File: src/design/thpid_pkg.sv
// ----------------------------------------------------------------------------
// Thermistor PID heater control package
// Shared constants, thermistor table, register indexes and configuration type.
// ----------------------------------------------------------------------------
package thpid_pkg;

  localparam int unsigned ERROR_WINDOW = 3;
  localparam int unsigned TABLE_POINTS = 20;
  localparam int unsigned IDX_W        = (ERROR_WINDOW > 1) ? $clog2(ERROR_WINDOW) : 1;
  localparam int unsigned SEG_W        = $clog2(TABLE_POINTS);

  localparam int unsigned ADC_W   = 10;
  localparam int unsigned TEMP_W  = 14;
  localparam int unsigned DUTY_W  = 7;
  localparam int unsigned ERR_W   = 16;
  localparam int unsigned ISUM_W  = 40;
  localparam int unsigned MUL_W   = 21;
  localparam int unsigned PROD_W  = 2 * MUL_W;
  localparam int unsigned GCNT_W  = 3;

  localparam int unsigned PADDR_W = 5;
  localparam int unsigned PDATA_W = 32;

  localparam logic [7:0]        ROOM_TEMP_DEG = 8'd30;
  localparam logic [TEMP_W-1:0] MAX_TEMP_16   = 14'd3680;
  localparam logic [DUTY_W-1:0] MAX_DUTY      = 7'd100;
  localparam logic [GCNT_W-1:0] GLITCH_MAX    = 3'd4;
  localparam logic [GCNT_W-1:0] GLITCH_LIMIT  = 3'd3;

  localparam int unsigned       ADC_STEP     = 53;
  localparam int unsigned       RECIP_SHIFT  = 25;
  localparam logic [MUL_W-1:0]  RECIP_53     = 21'd633103;

  localparam logic [2:0] REG_TARGET   = 3'd0;
  localparam logic [2:0] REG_CUTOFF   = 3'd1;
  localparam logic [2:0] REG_PGAIN    = 3'd2;
  localparam logic [2:0] REG_IGAIN    = 3'd3;
  localparam logic [2:0] REG_DGAIN    = 3'd4;

  localparam logic [ADC_W-1:0] CUTOFF_RESET = 10'd1000;

  typedef struct packed {
    logic [7:0]       target_temp;
    logic [ADC_W-1:0] adc_cutoff;
    logic [15:0]      prop_gain;
    logic [15:0]      integral_gain;
    logic [15:0]      deriv_gain;
  } cfg_t;

  function automatic logic [ADC_W-1:0] lut_adc(input logic [SEG_W-1:0] seg);
    logic [ADC_W+SEG_W-1:0] v;
    v = (ADC_W+SEG_W)'(1) + (ADC_W+SEG_W)'(ADC_STEP) * (ADC_W+SEG_W)'(seg);
    return v[ADC_W-1:0];
  endfunction

  function automatic logic [9:0] lut_deg(input logic [SEG_W-1:0] seg);
    logic [9:0] d;
    unique case (seg)
      5'd0:    d = 10'd713;
      5'd1:    d = 10'd236;
      5'd2:    d = 10'd195;
      5'd3:    d = 10'd172;
      5'd4:    d = 10'd157;
      5'd5:    d = 10'd144;
      5'd6:    d = 10'd134;
      5'd7:    d = 10'd125;
      5'd8:    d = 10'd117;
      5'd9:    d = 10'd110;
      5'd10:   d = 10'd103;
      5'd11:   d = 10'd96;
      5'd12:   d = 10'd89;
      5'd13:   d = 10'd83;
      5'd14:   d = 10'd75;
      5'd15:   d = 10'd68;
      5'd16:   d = 10'd59;
      5'd17:   d = 10'd48;
      5'd18:   d = 10'd34;
      5'd19:   d = 10'd3;
      default: d = 10'd3;
    endcase
    return d;
  endfunction

endpackage

File: src/design/thpid_regs.sv
// ----------------------------------------------------------------------------
// Thermistor PID configuration registers
// APB-style register file holding target, cutoff and the three PID gains.
// ----------------------------------------------------------------------------
module thpid_regs (
  input  logic                            clk_i,
  input  logic                            rst_ni,
  input  logic                            psel,
  input  logic                            penable,
  input  logic                            pwrite,
  input  logic [thpid_pkg::PADDR_W-1:0]   paddr,
  input  logic [thpid_pkg::PDATA_W-1:0]   pwdata,
  output logic [thpid_pkg::PDATA_W-1:0]   prdata,
  output logic                            pready,
  output thpid_pkg::cfg_t                 cfg_o
);

  thpid_pkg::cfg_t cfg_q, cfg_d;
  logic            wr_en;
  logic [2:0]      reg_idx;

  assign pready  = 1'b1;
  assign wr_en   = psel && penable && pwrite;
  assign reg_idx = paddr[thpid_pkg::PADDR_W-1:2];

  always_comb begin
    cfg_d = cfg_q;
    if (wr_en) begin
      unique case (reg_idx)
        thpid_pkg::REG_TARGET: cfg_d.target_temp   = pwdata[7:0];
        thpid_pkg::REG_CUTOFF: cfg_d.adc_cutoff    = pwdata[thpid_pkg::ADC_W-1:0];
        thpid_pkg::REG_PGAIN:  cfg_d.prop_gain     = pwdata[15:0];
        thpid_pkg::REG_IGAIN:  cfg_d.integral_gain = pwdata[15:0];
        thpid_pkg::REG_DGAIN:  cfg_d.deriv_gain    = pwdata[15:0];
        default:               cfg_d = cfg_q;
      endcase
    end
  end

  always_comb begin
    unique case (reg_idx)
      thpid_pkg::REG_TARGET: prdata = thpid_pkg::PDATA_W'(cfg_q.target_temp);
      thpid_pkg::REG_CUTOFF: prdata = thpid_pkg::PDATA_W'(cfg_q.adc_cutoff);
      thpid_pkg::REG_PGAIN:  prdata = thpid_pkg::PDATA_W'(cfg_q.prop_gain);
      thpid_pkg::REG_IGAIN:  prdata = thpid_pkg::PDATA_W'(cfg_q.integral_gain);
      thpid_pkg::REG_DGAIN:  prdata = thpid_pkg::PDATA_W'(cfg_q.deriv_gain);
      default:               prdata = '0;
    endcase
  end

  always_ff @(posedge clk_i or negedge rst_ni) begin
    if (!rst_ni) begin
      cfg_q.target_temp   <= '0;
      cfg_q.adc_cutoff    <= thpid_pkg::CUTOFF_RESET;
      cfg_q.prop_gain     <= '0;
      cfg_q.integral_gain <= '0;
      cfg_q.deriv_gain    <= '0;
    end else begin
      cfg_q <= cfg_d;
    end
  end

  assign cfg_o = cfg_q;

endmodule

File: src/design/thermistor_pid_heater_control_unit.sv
// ----------------------------------------------------------------------------
// Thermistor PID heater control unit
// Linearizes one thermistor sample per control tick and sets the heater duty.
//
// Input channel: in_valid_i/in_ready_o with adc_sample_i. Output channel:
// out_valid_o/out_ready_i with heater_duty_o, temperature_o, heater_active_o,
// sensor_fault_o and runaway_fault_o; one result transaction per input
// transaction. Configuration goes through the APB-style port: target
// temperature, ADC glitch cutoff and the three Q8.8 PID gains; write it only
// while the block is idle.
// A small sequencer drives one shared 21x21 signed multiplier with a
// registered product. The table segment search visits one point a cycle;
// a glitch sample while control is off takes the shortest path and an
// active sample in the last segment the longest. The sequencer takes no new
// sample until its result is loaded. in_ready_o is high only while the
// sequencer waits. The output register holds the finished result; a new
// sample is taken while it waits, and a stalled receiver holds the next
// result in the sequencer. Reset clears the control state: control off,
// faults clear, temperature zero, error window and integral zero, and the
// registers go to their reset values; datapath and output data registers are not reset.
// ----------------------------------------------------------------------------
module thermistor_pid_heater_control_unit (
  input  logic                               clk_i,
  input  logic                               rst_ni,
  input  logic                               in_valid_i,
  output logic                               in_ready_o,
  input  logic [thpid_pkg::ADC_W-1:0]        adc_sample_i,
  output logic                               out_valid_o,
  input  logic                               out_ready_i,
  output logic [thpid_pkg::DUTY_W-1:0]       heater_duty_o,
  output logic [thpid_pkg::TEMP_W-1:0]       temperature_o,
  output logic                               heater_active_o,
  output logic                               sensor_fault_o,
  output logic                               runaway_fault_o,
  input  logic                               psel,
  input  logic                               penable,
  input  logic                               pwrite,
  input  logic [thpid_pkg::PADDR_W-1:0]      paddr,
  input  logic [thpid_pkg::PDATA_W-1:0]      pwdata,
  output logic [thpid_pkg::PDATA_W-1:0]      prdata,
  output logic                               pready
);

  typedef enum logic [12:0] {
    S_IDLE   = 13'b0000000000001,
    S_ENTRY  = 13'b0000000000010,
    S_ISUB   = 13'b0000000000100,
    S_SAMPLE = 13'b0000000001000,
    S_SEARCH = 13'b0000000010000,
    S_SCALE  = 13'b0000000100000,
    S_INTERP = 13'b0000001000000,
    S_MODE   = 13'b0000010000000,
    S_IADD   = 13'b0000100000000,
    S_PTERM  = 13'b0001000000000,
    S_DTERM  = 13'b0010000000000,
    S_DUTY   = 13'b0100000000000,
    S_DONE   = 13'b1000000000000
  } state_e;

  localparam int unsigned TW = thpid_pkg::TEMP_W;
  localparam int unsigned PW = thpid_pkg::PROD_W;
  localparam int unsigned MW = thpid_pkg::MUL_W;
  localparam int unsigned IW = thpid_pkg::ISUM_W;
  localparam int unsigned EW = thpid_pkg::ERR_W;

  thpid_pkg::cfg_t cfg;

  state_e                          state_q, state_d;
  logic                            mode_q, mode_d;
  logic [thpid_pkg::GCNT_W-1:0]    glitch_q, glitch_d;
  logic                            sflt_q, sflt_d;
  logic                            rflt_q, rflt_d;
  logic [TW-1:0]                   cur_q, cur_d;
  logic [TW-1:0]                   prev_q, prev_d;
  logic signed [EW-1:0]            win_q [thpid_pkg::ERROR_WINDOW];
  logic signed [EW-1:0]            win_d [thpid_pkg::ERROR_WINDOW];
  logic [thpid_pkg::IDX_W-1:0]     idx_q, idx_d;
  logic [IW-1:0]                   isum_q, isum_d;
  logic [thpid_pkg::DUTY_W-1:0]    duty_q, duty_d;
  logic [thpid_pkg::ADC_W-1:0]     x_q, x_d;
  logic [thpid_pkg::SEG_W-1:0]     seg_q, seg_d;
  logic signed [PW-1:0]            acc_q, acc_d;
  logic signed [PW-1:0]            mul_q;
  logic signed [MW-1:0]            mul_a, mul_b;
  logic signed [PW-1:0]            mul_p;

  logic                            out_valid_q, out_valid_d;
  logic [thpid_pkg::DUTY_W-1:0]    out_duty_q, out_duty_d;
  logic [TW-1:0]                   out_temp_q, out_temp_d;
  logic                            out_act_q, out_act_d;
  logic                            out_sflt_q, out_sflt_d;
  logic                            out_rflt_q, out_rflt_d;

  logic signed [EW-1:0]            err;
  logic signed [EW-1:0]            diff;
  logic [thpid_pkg::ADC_W-1:0]     seg_adc;
  logic [5:0]                      seg_dist;
  logic [8:0]                      dt;
  logic [TW-1:0]                   base;
  logic                            target_on;

  thpid_regs u_regs (
    .clk_i   (clk_i),
    .rst_ni  (rst_ni),
    .psel    (psel),
    .penable (penable),
    .pwrite  (pwrite),
    .paddr   (paddr),
    .pwdata  (pwdata),
    .prdata  (prdata),
    .pready  (pready),
    .cfg_o   (cfg)
  );

  assign target_on = cfg.target_temp > thpid_pkg::ROOM_TEMP_DEG;
  assign err  = $signed({4'b0000, cfg.target_temp, 4'b0000}) - $signed({2'b00, cur_q});
  assign diff = $signed({2'b00, cur_q}) - $signed({2'b00, prev_q});

  assign seg_adc  = thpid_pkg::lut_adc(seg_q);
  assign seg_dist = 6'(seg_adc - x_q);
  assign dt       = 9'(thpid_pkg::lut_deg(seg_q - thpid_pkg::SEG_W'(1))
                       - thpid_pkg::lut_deg(seg_q));
  assign base     = TW'({thpid_pkg::lut_deg(seg_q), 4'b0000});

  assign mul_p = mul_a * mul_b;

  always_comb begin
    state_d     = state_q;
    mode_d      = mode_q;
    glitch_d    = glitch_q;
    sflt_d      = sflt_q;
    rflt_d      = rflt_q;
    cur_d       = cur_q;
    prev_d      = prev_q;
    win_d       = win_q;
    idx_d       = idx_q;
    isum_d      = isum_q;
    duty_d      = duty_q;
    x_d         = x_q;
    seg_d       = seg_q;
    acc_d       = acc_q;
    mul_a       = '0;
    mul_b       = '0;
    out_valid_d = out_valid_q && !out_ready_i;
    out_duty_d  = out_duty_q;
    out_temp_d  = out_temp_q;
    out_act_d   = out_act_q;
    out_sflt_d  = out_sflt_q;
    out_rflt_d  = out_rflt_q;

    unique case (state_q)
      S_IDLE: begin
        if (in_valid_i) begin
          x_d     = adc_sample_i;
          state_d = S_ENTRY;
        end
      end
      S_ENTRY: begin
        state_d = S_SAMPLE;
        if (mode_q) begin
          if (!target_on) begin
            mode_d = 1'b0;
            duty_d = '0;
          end else begin
            mul_a   = MW'(cfg.integral_gain);
            mul_b   = MW'(win_q[idx_q]);
            state_d = S_ISUB;
          end
        end
      end
      S_ISUB: begin
        isum_d  = isum_q - mul_q[IW-1:0];
        state_d = S_SAMPLE;
      end
      S_SAMPLE: begin
        if (x_q >= cfg.adc_cutoff) begin
          if (glitch_q < thpid_pkg::GLITCH_MAX) begin
            glitch_d = glitch_q + thpid_pkg::GCNT_W'(1);
          end
          if (glitch_d > thpid_pkg::GLITCH_LIMIT) begin
            sflt_d = 1'b1;
          end
          state_d = S_MODE;
        end else begin
          glitch_d = '0;
          prev_d   = cur_q;
          if (x_q < thpid_pkg::lut_adc('0)) begin
            x_d = thpid_pkg::lut_adc('0);
          end
          seg_d   = thpid_pkg::SEG_W'(1);
          state_d = S_SEARCH;
        end
      end
      S_SEARCH: begin
        if (seg_adc >= x_q) begin
          mul_a   = MW'(dt);
          mul_b   = MW'(seg_dist);
          state_d = S_SCALE;
        end else if (seg_q == thpid_pkg::SEG_W'(thpid_pkg::TABLE_POINTS - 1)) begin
          state_d = S_MODE;
        end else begin
          seg_d = seg_q + thpid_pkg::SEG_W'(1);
        end
      end
      S_SCALE: begin
        mul_a   = MW'({mul_q[14:0], 4'b0000});
        mul_b   = thpid_pkg::RECIP_53;
        state_d = S_INTERP;
      end
      S_INTERP: begin
        cur_d   = base + mul_q[thpid_pkg::RECIP_SHIFT +: TW];
        state_d = S_MODE;
      end
      S_MODE: begin
        state_d = S_DONE;
        if (sflt_q || rflt_q) begin
          mode_d = 1'b0;
          duty_d = '0;
        end else if (!mode_q) begin
          if (target_on) begin
            mode_d = 1'b1;
            duty_d = thpid_pkg::MAX_DUTY;
          end
        end else if (cur_q > thpid_pkg::MAX_TEMP_16) begin
          rflt_d = 1'b1;
          mode_d = 1'b0;
          duty_d = '0;
        end else begin
          win_d[idx_q] = err;
          idx_d = (idx_q == thpid_pkg::IDX_W'(thpid_pkg::ERROR_WINDOW - 1)) ?
                  '0 : idx_q + thpid_pkg::IDX_W'(1);
          mul_a   = MW'(cfg.integral_gain);
          mul_b   = MW'(err);
          state_d = S_IADD;
        end
      end
      S_IADD: begin
        isum_d  = isum_q + mul_q[IW-1:0];
        mul_a   = MW'(cfg.prop_gain);
        mul_b   = MW'(err);
        state_d = S_PTERM;
      end
      S_PTERM: begin
        acc_d   = mul_q + PW'($signed(isum_q));
        mul_a   = MW'(cfg.deriv_gain);
        mul_b   = MW'(diff);
        state_d = S_DTERM;
      end
      S_DTERM: begin
        acc_d   = acc_q - mul_q;
        state_d = S_DUTY;
      end
      S_DUTY: begin
        if (acc_q <= 0) begin
          duty_d = '0;
        end else if (acc_q[PW-1:12] > (PW-12)'(thpid_pkg::MAX_DUTY)) begin
          duty_d = thpid_pkg::MAX_DUTY;
        end else begin
          duty_d = acc_q[12 +: thpid_pkg::DUTY_W];
        end
        state_d = S_DONE;
      end
      S_DONE: begin
        if (!out_valid_q || out_ready_i) begin
          out_valid_d = 1'b1;
          out_duty_d  = duty_q;
          out_temp_d  = cur_q;
          out_act_d   = mode_q;
          out_sflt_d  = sflt_q;
          out_rflt_d  = rflt_q;
          state_d     = S_IDLE;
        end
      end
      default: state_d = S_IDLE;
    endcase
  end

  always_ff @(posedge clk_i or negedge rst_ni) begin
    if (!rst_ni) begin
      state_q     <= S_IDLE;
      mode_q      <= 1'b0;
      glitch_q    <= '0;
      sflt_q      <= 1'b0;
      rflt_q      <= 1'b0;
      cur_q       <= '0;
      prev_q      <= '0;
      win_q       <= '{default: '0};
      idx_q       <= '0;
      isum_q      <= '0;
      duty_q      <= '0;
      out_valid_q <= 1'b0;
    end else begin
      state_q     <= state_d;
      mode_q      <= mode_d;
      glitch_q    <= glitch_d;
      sflt_q      <= sflt_d;
      rflt_q      <= rflt_d;
      cur_q       <= cur_d;
      prev_q      <= prev_d;
      win_q       <= win_d;
      idx_q       <= idx_d;
      isum_q      <= isum_d;
      duty_q      <= duty_d;
      out_valid_q <= out_valid_d;
    end
  end

  always_ff @(posedge clk_i) begin
    x_q        <= x_d;
    seg_q      <= seg_d;
    acc_q      <= acc_d;
    mul_q      <= mul_p;
    out_duty_q <= out_duty_d;
    out_temp_q <= out_temp_d;
    out_act_q  <= out_act_d;
    out_sflt_q <= out_sflt_d;
    out_rflt_q <= out_rflt_d;
  end

  assign in_ready_o      = (state_q == S_IDLE);
  assign out_valid_o     = out_valid_q;
  assign heater_duty_o   = out_duty_q;
  assign temperature_o   = out_temp_q;
  assign heater_active_o = out_act_q;
  assign sensor_fault_o  = out_sflt_q;
  assign runaway_fault_o = out_rflt_q;

  a_busy_after_accept : assert property (@(posedge clk_i) disable iff (!rst_ni)
    in_valid_i && in_ready_o |=> !in_ready_o)
    else $error("sequencer took a second transaction while busy");

  a_duty_range : assert property (@(posedge clk_i) disable iff (!rst_ni)
    out_valid_o |-> heater_duty_o <= thpid_pkg::MAX_DUTY)
    else $error("heater duty above full scale");

  a_fault_off : assert property (@(posedge clk_i) disable iff (!rst_ni)
    out_valid_o && (sensor_fault_o || runaway_fault_o) |->
      heater_duty_o == '0 && !heater_active_o)
    else $error("heater driven while a fault is latched");

  a_glitch_sat : assert property (@(posedge clk_i) disable iff (!rst_ni)
    glitch_q <= thpid_pkg::GLITCH_MAX)
    else $error("glitch counter past saturation");

  a_fault_sticky : assert property (@(posedge clk_i) disable iff (!rst_ni)
    sflt_q || rflt_q |=> sflt_q || rflt_q)
    else $error("fault latch dropped without reset");

endmodule

File: config.mk
export PLATFORM = sky130hd
export DESIGN_NAME = thermistor_pid_heater_control_unit
export DESIGN_NICKNAME = d
export VERILOG_FILES = /design/src/design/thpid_pkg.sv /design/src/design/thpid_regs.sv /design/src/design/thermistor_pid_heater_control_unit.sv
export SDC_FILE = /design/constraint.sdc
export NUM_CORES = 2
export LEC_CHECK = 0
export BUFFER_PORTS_ARGS = -buffer_cell sky130_fd_sc_hd__buf_2
export CORE_MARGIN = 2
export CORE_UTILIZATION = 55
export CTS_CLUSTER_SIZE = 25
export DETAILED_ROUTE_END_ITERATION = 8
export PLACE_DENSITY = 0.7
export SLEW_MARGIN = 20
export SYNTH_ARGS = -nofsm -noshare
export SYNTH_HDL_FRONTEND = slang
export SYNTH_SLANG_ARGS = --single-unit
File: constraint.sdc
create_clock -name clk_i -period 12.9 [get_ports clk_i]
set_input_delay 2.58 -clock clk_i [delete_from_list [all_inputs] [get_ports clk_i]]
set_output_delay 2.58 -clock clk_i [all_outputs]
set_load 0.02 [all_outputs]
### After elaboration in Yosys (flattened, before gate mapping)

Memory sizes are Yosys's and may differ from the RTL's. A register that Yosys moved wholly into a read port is not among the register bits.
Cells that the tools add are included.

| storage, ports and cells | value |
|---|---|
| output and inout port bits | 59 |
| logic and storage cells | 187 |
| input port bits | 54 |
| memory bits (read-only) | 864 |
| memories kept | 3 |
| register bits after elaboration | 334 |

Memory list:

| memory | words | bits a word | rd ports | clocked after Yosys merged registers in | wr ports | line | text |
|---|---|---|---|---|---|---|---|
| (name not given) | 32 | 9 | 1 | 1 | 0 | thpid_pkg.sv:58 | `unique case (seg)` |
| (name not given) | 32 | 9 | 1 | 1 | 0 | thpid_pkg.sv:58 |  |
| (name not given) | 32 | 9 | 1 | 0 | 0 | thpid_pkg.sv:58 |  |

| cells by class | value |
|---|---|
| multiplexer cells | 66 |
| $add $sub $neg | 14 |
| equal/unequal tests | 30 |
| bitwise gates (word level) | 4 |
| reductions and logical operators | 29 |
| $lt $le $gt $ge | 11 |
| $mul | 2 |

Operators by type and width:

| cell | count |
|---|---|
| one-hot mux 13 bit (13 select lines) | 1 |
| two-way mux 16 bit | 8 |
| one-hot mux 21 bit (6 select lines) | 1 |
| one-hot mux 19 bit (6 select lines) | 1 |
| two-way mux 21 bit | 5 |
| two-way mux 13 bit | 7 |
| one-hot mux 42 bit (2 select lines) | 1 |
| one-hot mux 16 bit (5 select lines) | 1 |
| one-hot mux 40 bit (2 select lines) | 1 |
| two-way mux 7 bit | 8 |
| bitwise mux 48 bit | 1 |
| adder 42 x 40 -> 42 bit | 1 |
| less-or-equal comparator 42 x 1 -> 1 bit, second input constant | 1 |
| subtractor 42 bit | 1 |
| multiplier 20 x 21 -> 41 bit | 1 |
| adder 40 bit | 1 |
| subtractor 40 bit | 1 |
| binary-select mux 16 bit (select 2 bit) | 1 |
| demux 16 bit (select 2 bit) | 1 |
| > comparator 30 x 7 -> 1 bit, second input constant | 1 |
| two-way mux 10 bit | 3 |
| two-way mux 5 bit | 5 |
| one-hot mux 7 bit (3 select lines) | 1 |
| >= comparator 10 bit | 2 |
| other kinds (61) | 101 |

### Logic depth before layout (Yosys ltp)

| logic depth | value |
|---|---|
| depth in word-level cells | 8 |
| mapped depth | 48 |

### By module

A second synthesis with hierarchy kept.

| unflattened totals | value |
|---|---|
| cell total of the unflattened synthesis | 4,343 |
| area total of the unflattened synthesis | 39,296.4 µm² |

Modules (own cells, without submodules):

| module | area each (µm²) | sequential area each (µm²) | cells each | instances |
|---|---|---|---|---|
| thermistor_pid_heater_control_unit | 36,118.4 | 6,988.0 | 4,115 | 1 |
| thpid_regs | 3,178.0 | 1,659.1 | 228 | 1 |

### Worst setup path before layout

OpenSTA, ideal clock, no wires.

| path | value |
|---|---|
| path type | reg2reg |
| start point | register seg_q[4] (netlist bit) |
| end point | register mul_q[40] |
| cell stages (with the launch flop) | 41 |
| data required time | 12.780 ns |
| clock period less this slack | 10.527 ns |
| arrival | 10.407 ns |
| slack | 2.373 ns |
| path through | edfxtp_1 ha_1 xor2_1 ha_1 ha_1 ha_1 a21o_1 a21oi_1 o21bai_1 a21oi_1 xnor2_1 ha_1 and4_1 a221oi_2 nand2b_1 buf_2 inv_2 a221o_1 (+5 left out) inv_1 fa_1 fa_1 fa_1 inv_1 fa_1 inv_1 ha_1 nand3_1 or3_1 o221ai_1 nand2_1 o311ai_1 nand2_1 o21ai_1 a221o_1 a21oi_1 xnor2_1 |

| on the way | value |
|---|---|
| cells in the longest elaborated chain, start to end | 6 |
| elaborated cells on any way between the ends | 12 |
| those cells by class | add/sub (4); mul (2); order compare (1); mux (4); memory (1) |

RTL lines:

| element | line | text |
|---|---|---|
| start, declared | thermistor_pid_heater_control_unit.sv:81 | `logic [thpid_pkg::SEG_W-1:0] seg_q, seg_d;` |
| start signal, assigned | thermistor_pid_heater_control_unit.sv:310 | `seg_q <= seg_d;` |
| multiplier 6 x 5 -> 10 bit or subtractor 5 x 1 -> 5 bit (tied branches) | thpid_pkg.sv:52, thermistor_pid_heater_control_unit.sv:121 |  |
| adder 1 x 10 -> 10 bit or memory (32 x 9 bit) (tied branches) | - |  |
| >= comparator 10 bit (tied with other cells) | thermistor_pid_heater_control_unit.sv:195 | `if (seg_adc >= x_q) begin` |
| two-way mux 9 bit or two-way mux 6 bit (tied branches) | thermistor_pid_heater_control_unit.sv:195 |  |
| one-hot mux 19 bit (6 select lines) or one-hot mux 21 bit (6 select lines) (tied branches) | thermistor_pid_heater_control_unit.sv:151 | `unique case (state_q)` |
| multiplier 20 x 21 -> 41 bit * | thermistor_pid_heater_control_unit.sv:125 | `assign mul_p = mul_a * mul_b;` |
| net mul_p[40] | thermistor_pid_heater_control_unit.sv:85 | `logic signed [PW-1:0] mul_p;` |
| end signal, assigned | thermistor_pid_heater_control_unit.sv:312 | `mul_q <= mul_p;` |
| end, declared | thermistor_pid_heater_control_unit.sv:83 | `logic signed [PW-1:0] mul_q;` |

Mark *: on every way through the listed nets, which the timed path passes. The rest lies on a longest branch.
A chain may end at the register's enable or synchronous reset.

### Worst setup path in the final report

| path | value |
|---|---|
| start point | register seg_q[0] (netlist bit) |
| end point | register mul_q[40] |

Same word-level chain as after synthesis.

==> flow_summary.yaml <==
power_and_ir_drop:
  peakVddDrop_mv: 0.107
  p_leak_nw: 19.9
  powerDensity_mw_per_mm2: 97.1
floorplan:
  core_sq_mm: 0.0701
  num_rows: 97
  ios: 113
  die_x_microns: 270
  die_h_microns: 270
  die_area_sq_mm: 0.0730
  start_util: 0.556
synthesis:
  synth-compound-area-share: 0.154
  synthDistinctLibCells: 110
  netlist_top_cells_area: "fa_1, dfrtp_1, ha_1"
  synth_top_area_cell: "fa_1"
  yosys-mux-area-fraction: 0.0345
  async_reset_ff_frac: 0.614
  synthXorXnorAreaFrac: 0.0523
  synthAdderAreaFrac: 0.320
  ys_ff_latch: 339
  ys_seq_area_frac: 0.222
  synth_common_cells: "inv_1, nand2_1, fa_1"
  synth_top_family_by_area: "adder cells"
  syn_avg_cell_area_sq_um: 9.00
  synth_area_sq_mm: 0.0390
  synth-simple-area-share: 0.133
  synth_top_flop_cell: "dfrtp_1"
  synth_edf_count: 81
  synth_most_common_cell: "inv_1"
  yosysTopAreaCellShare: 0.215
  synthCells: 4333
  yosysWarnings: 0
clock_tree:
  ctsLongestPathBuffers: 3
  cts_sinks: 339
  cts_tree: "built"
  ctsResizeCount: 0
  clkTransAtPathRegs_ps: 60
  insertion_delay_ps: 560
  cts_buffers: 38
  postCtsSetupRepairBufs: 0
  hold_buffers: 0
  cts_root_buf: "clkbuf_16"
  h-tree-depth: 2
critical_path:
  end_kind: "register"
  crit_type: "reg -> reg"
  slowest_delay_ps: 880
  cpMaxStageDelayCell: "xnor2_1"
  crit_fanout: 15
  startpoint_type: "register"
  path_delay_family: "adder cells"
  arrival_ps: 12290
  critPathMostFrequentCell: "fa_1"
  required_ps: 13350
  cp_num_buf_inv: 6
grt:
  grt_pass1_wl_microns: 178000
  grt_max_degree: 85
  antenna_found_initial: 3
  grt_pass1_vias: 31111
  track_usage: 0.314
  overflow: 0
sta:
  tns_ps: 0
  period_share: 0.918
  setup_slack_ps: 1060
  hold_viol_final: 0
  clock-skew-final_ps: 21.5
  tightestPinTransition_ps: 1180
  grt_setup_unrepaired: "no"
  setup_viol: 0
  layout_min_cycle_time_ps: 11840
  slew_violations: 0
  max_freq_mhz: 84.5
  slew_headroom: 0.215
  whs_ps: 450
drt:
  met3WireLength_microns: 9350
  dr_total_vias: 31764
  ant_nets: 0
  wl_met2_microns: 50500
  first_iter_violations: 3088
  wl_met1_microns: 49000
  totalWireLength_microns: 114000
  drt_pass1_iterations: 6
  highest_layer: "met5"
  wl_per_cell_microns: 21.2
  viasPerCell: 5.90
  post-route-drc-count: 0
layout:
  nets: 5216
  layout.cells.non_filler: 5385
  antenna_cells: 0
  area_delta_synth_final_pct: 7.39
  fin_util: 0.597
  drive_above_1_share: 0.0814
placed_design:
  dp_cells: 5315
  dp_hpwl_microns: 90200
  dp_slack_ps: 1190
  io_buffers: 77
  gp_congestion: 0.970
worst_hold_path:
  hp-class: "reg -> reg"
status:
  status: "completed"
job:
  cap_violations: 0
layer usage:
metal	track usage	vias up
li1	-	14602
met1	0.446	15663
met2	0.484	1276
met3	0.0456	221
met4	0.126	2
met5	0	-
flip-flops by register name, summed over array words and instances (netlist names), 2 cells and up:
| register | flops |
|---|---|
| idx_q | 2 |
| acc_q | 42 |
| cur_q | 14 |
| duty_q | 7 |
| base | 9 |
| isum_q | 40 |
| seg_q | 5 |
| win_q | 45 |
| temperature_o | 14 |
| x_q | 10 |
| u_regs.cfg_o | 66 |
| heater_duty_o | 7 |
| state_q | 13 |
| mul_q | 41 |
| glitch_q | 3 |
| prev_q | 14 |
power by group:
part           internal (mW)  switching, mW  leakage [nW]
registers               1.21          0.156          3.94
logic                  0.608          0.942          15.3
clock network          0.660          0.483         0.636
total                   2.48           1.58          19.9
through the flow:
| step | total power [mW] | area, sq um |
|---|---|---|
| 2_1_floorplan | 2.44 | 39200 |
| 3_3_place_gp | 2.87 | 40600 |
| 3_5_place_dp | 2.90 | 40600 |
| 4_1_cts | 4.04 | 41800 |
| 5_1_grt | 4.29 | 41900 |
| 6_report | 4.06 | 41900 |
path summary, 6_finish.rpt:
kind | cells after the start | slack [ps] | start | endpoint
max in group asynchronous | 2 | 9450 | rst_ni | prev_q[3]
worst max-delay path | 40 | 1060 | seg_q[0] | mul_q[40]
worst min register to register | 0 | 450 | duty_q[6] | heater_duty_o[6]
min in group asynchronous | 1 | 2060 | rst_ni | isum_q[24]
worst min-delay path | 0 | 450 | duty_q[6] | heater_duty_o[6]
worst max register to register | 40 | 1060 | seg_q[0] | mul_q[40]
placed cells by master (no fill, tap or decap), types with 30 or more instances in the layout:
master     instances
dfrtp_1          201
buf_2             76
xnor2_1          151
xor2_1            82
mux2_2            86
clkbuf_16         41
edfxtp_1          81
nor3_1            43
mux2i_1           35
nand2b_1          35
nand2_1          431
inv_1            690
fa_1             419
buf_4             60
a21oi_1          227
nand3_1           54
a21o_1            94
o21ai_0          270
dfxtp_1           50
o21bai_1          30
nor2_1           325
ha_1             327
nor2b_1           32
conb_1            49
logic make-up (layout without fill, tap and decap cells):
family | count (synthesis) | in the layout
buffers and inverters | 841 | 906
other | 2 | 49
DFF | 339 | 339
muxes | 123 | 123
adders and majority gates | 746 | 746
xor gates and xnor gates | 233 | 233
AOI/OAI and AO/OA | 936 | 936
and+or+nand+nor | 1113 | 1113
cell type report:
type,count,area [sq um]
fillers,6313,28300
multi-input cells,3200,27300
flip-flops and latches,339,8650
inverters,699,2620
well taps,940,1180
clock buffers,55,1140
repair buffers,138,857
clock inverters,14,146
Power figures use the tool's default switching activity.
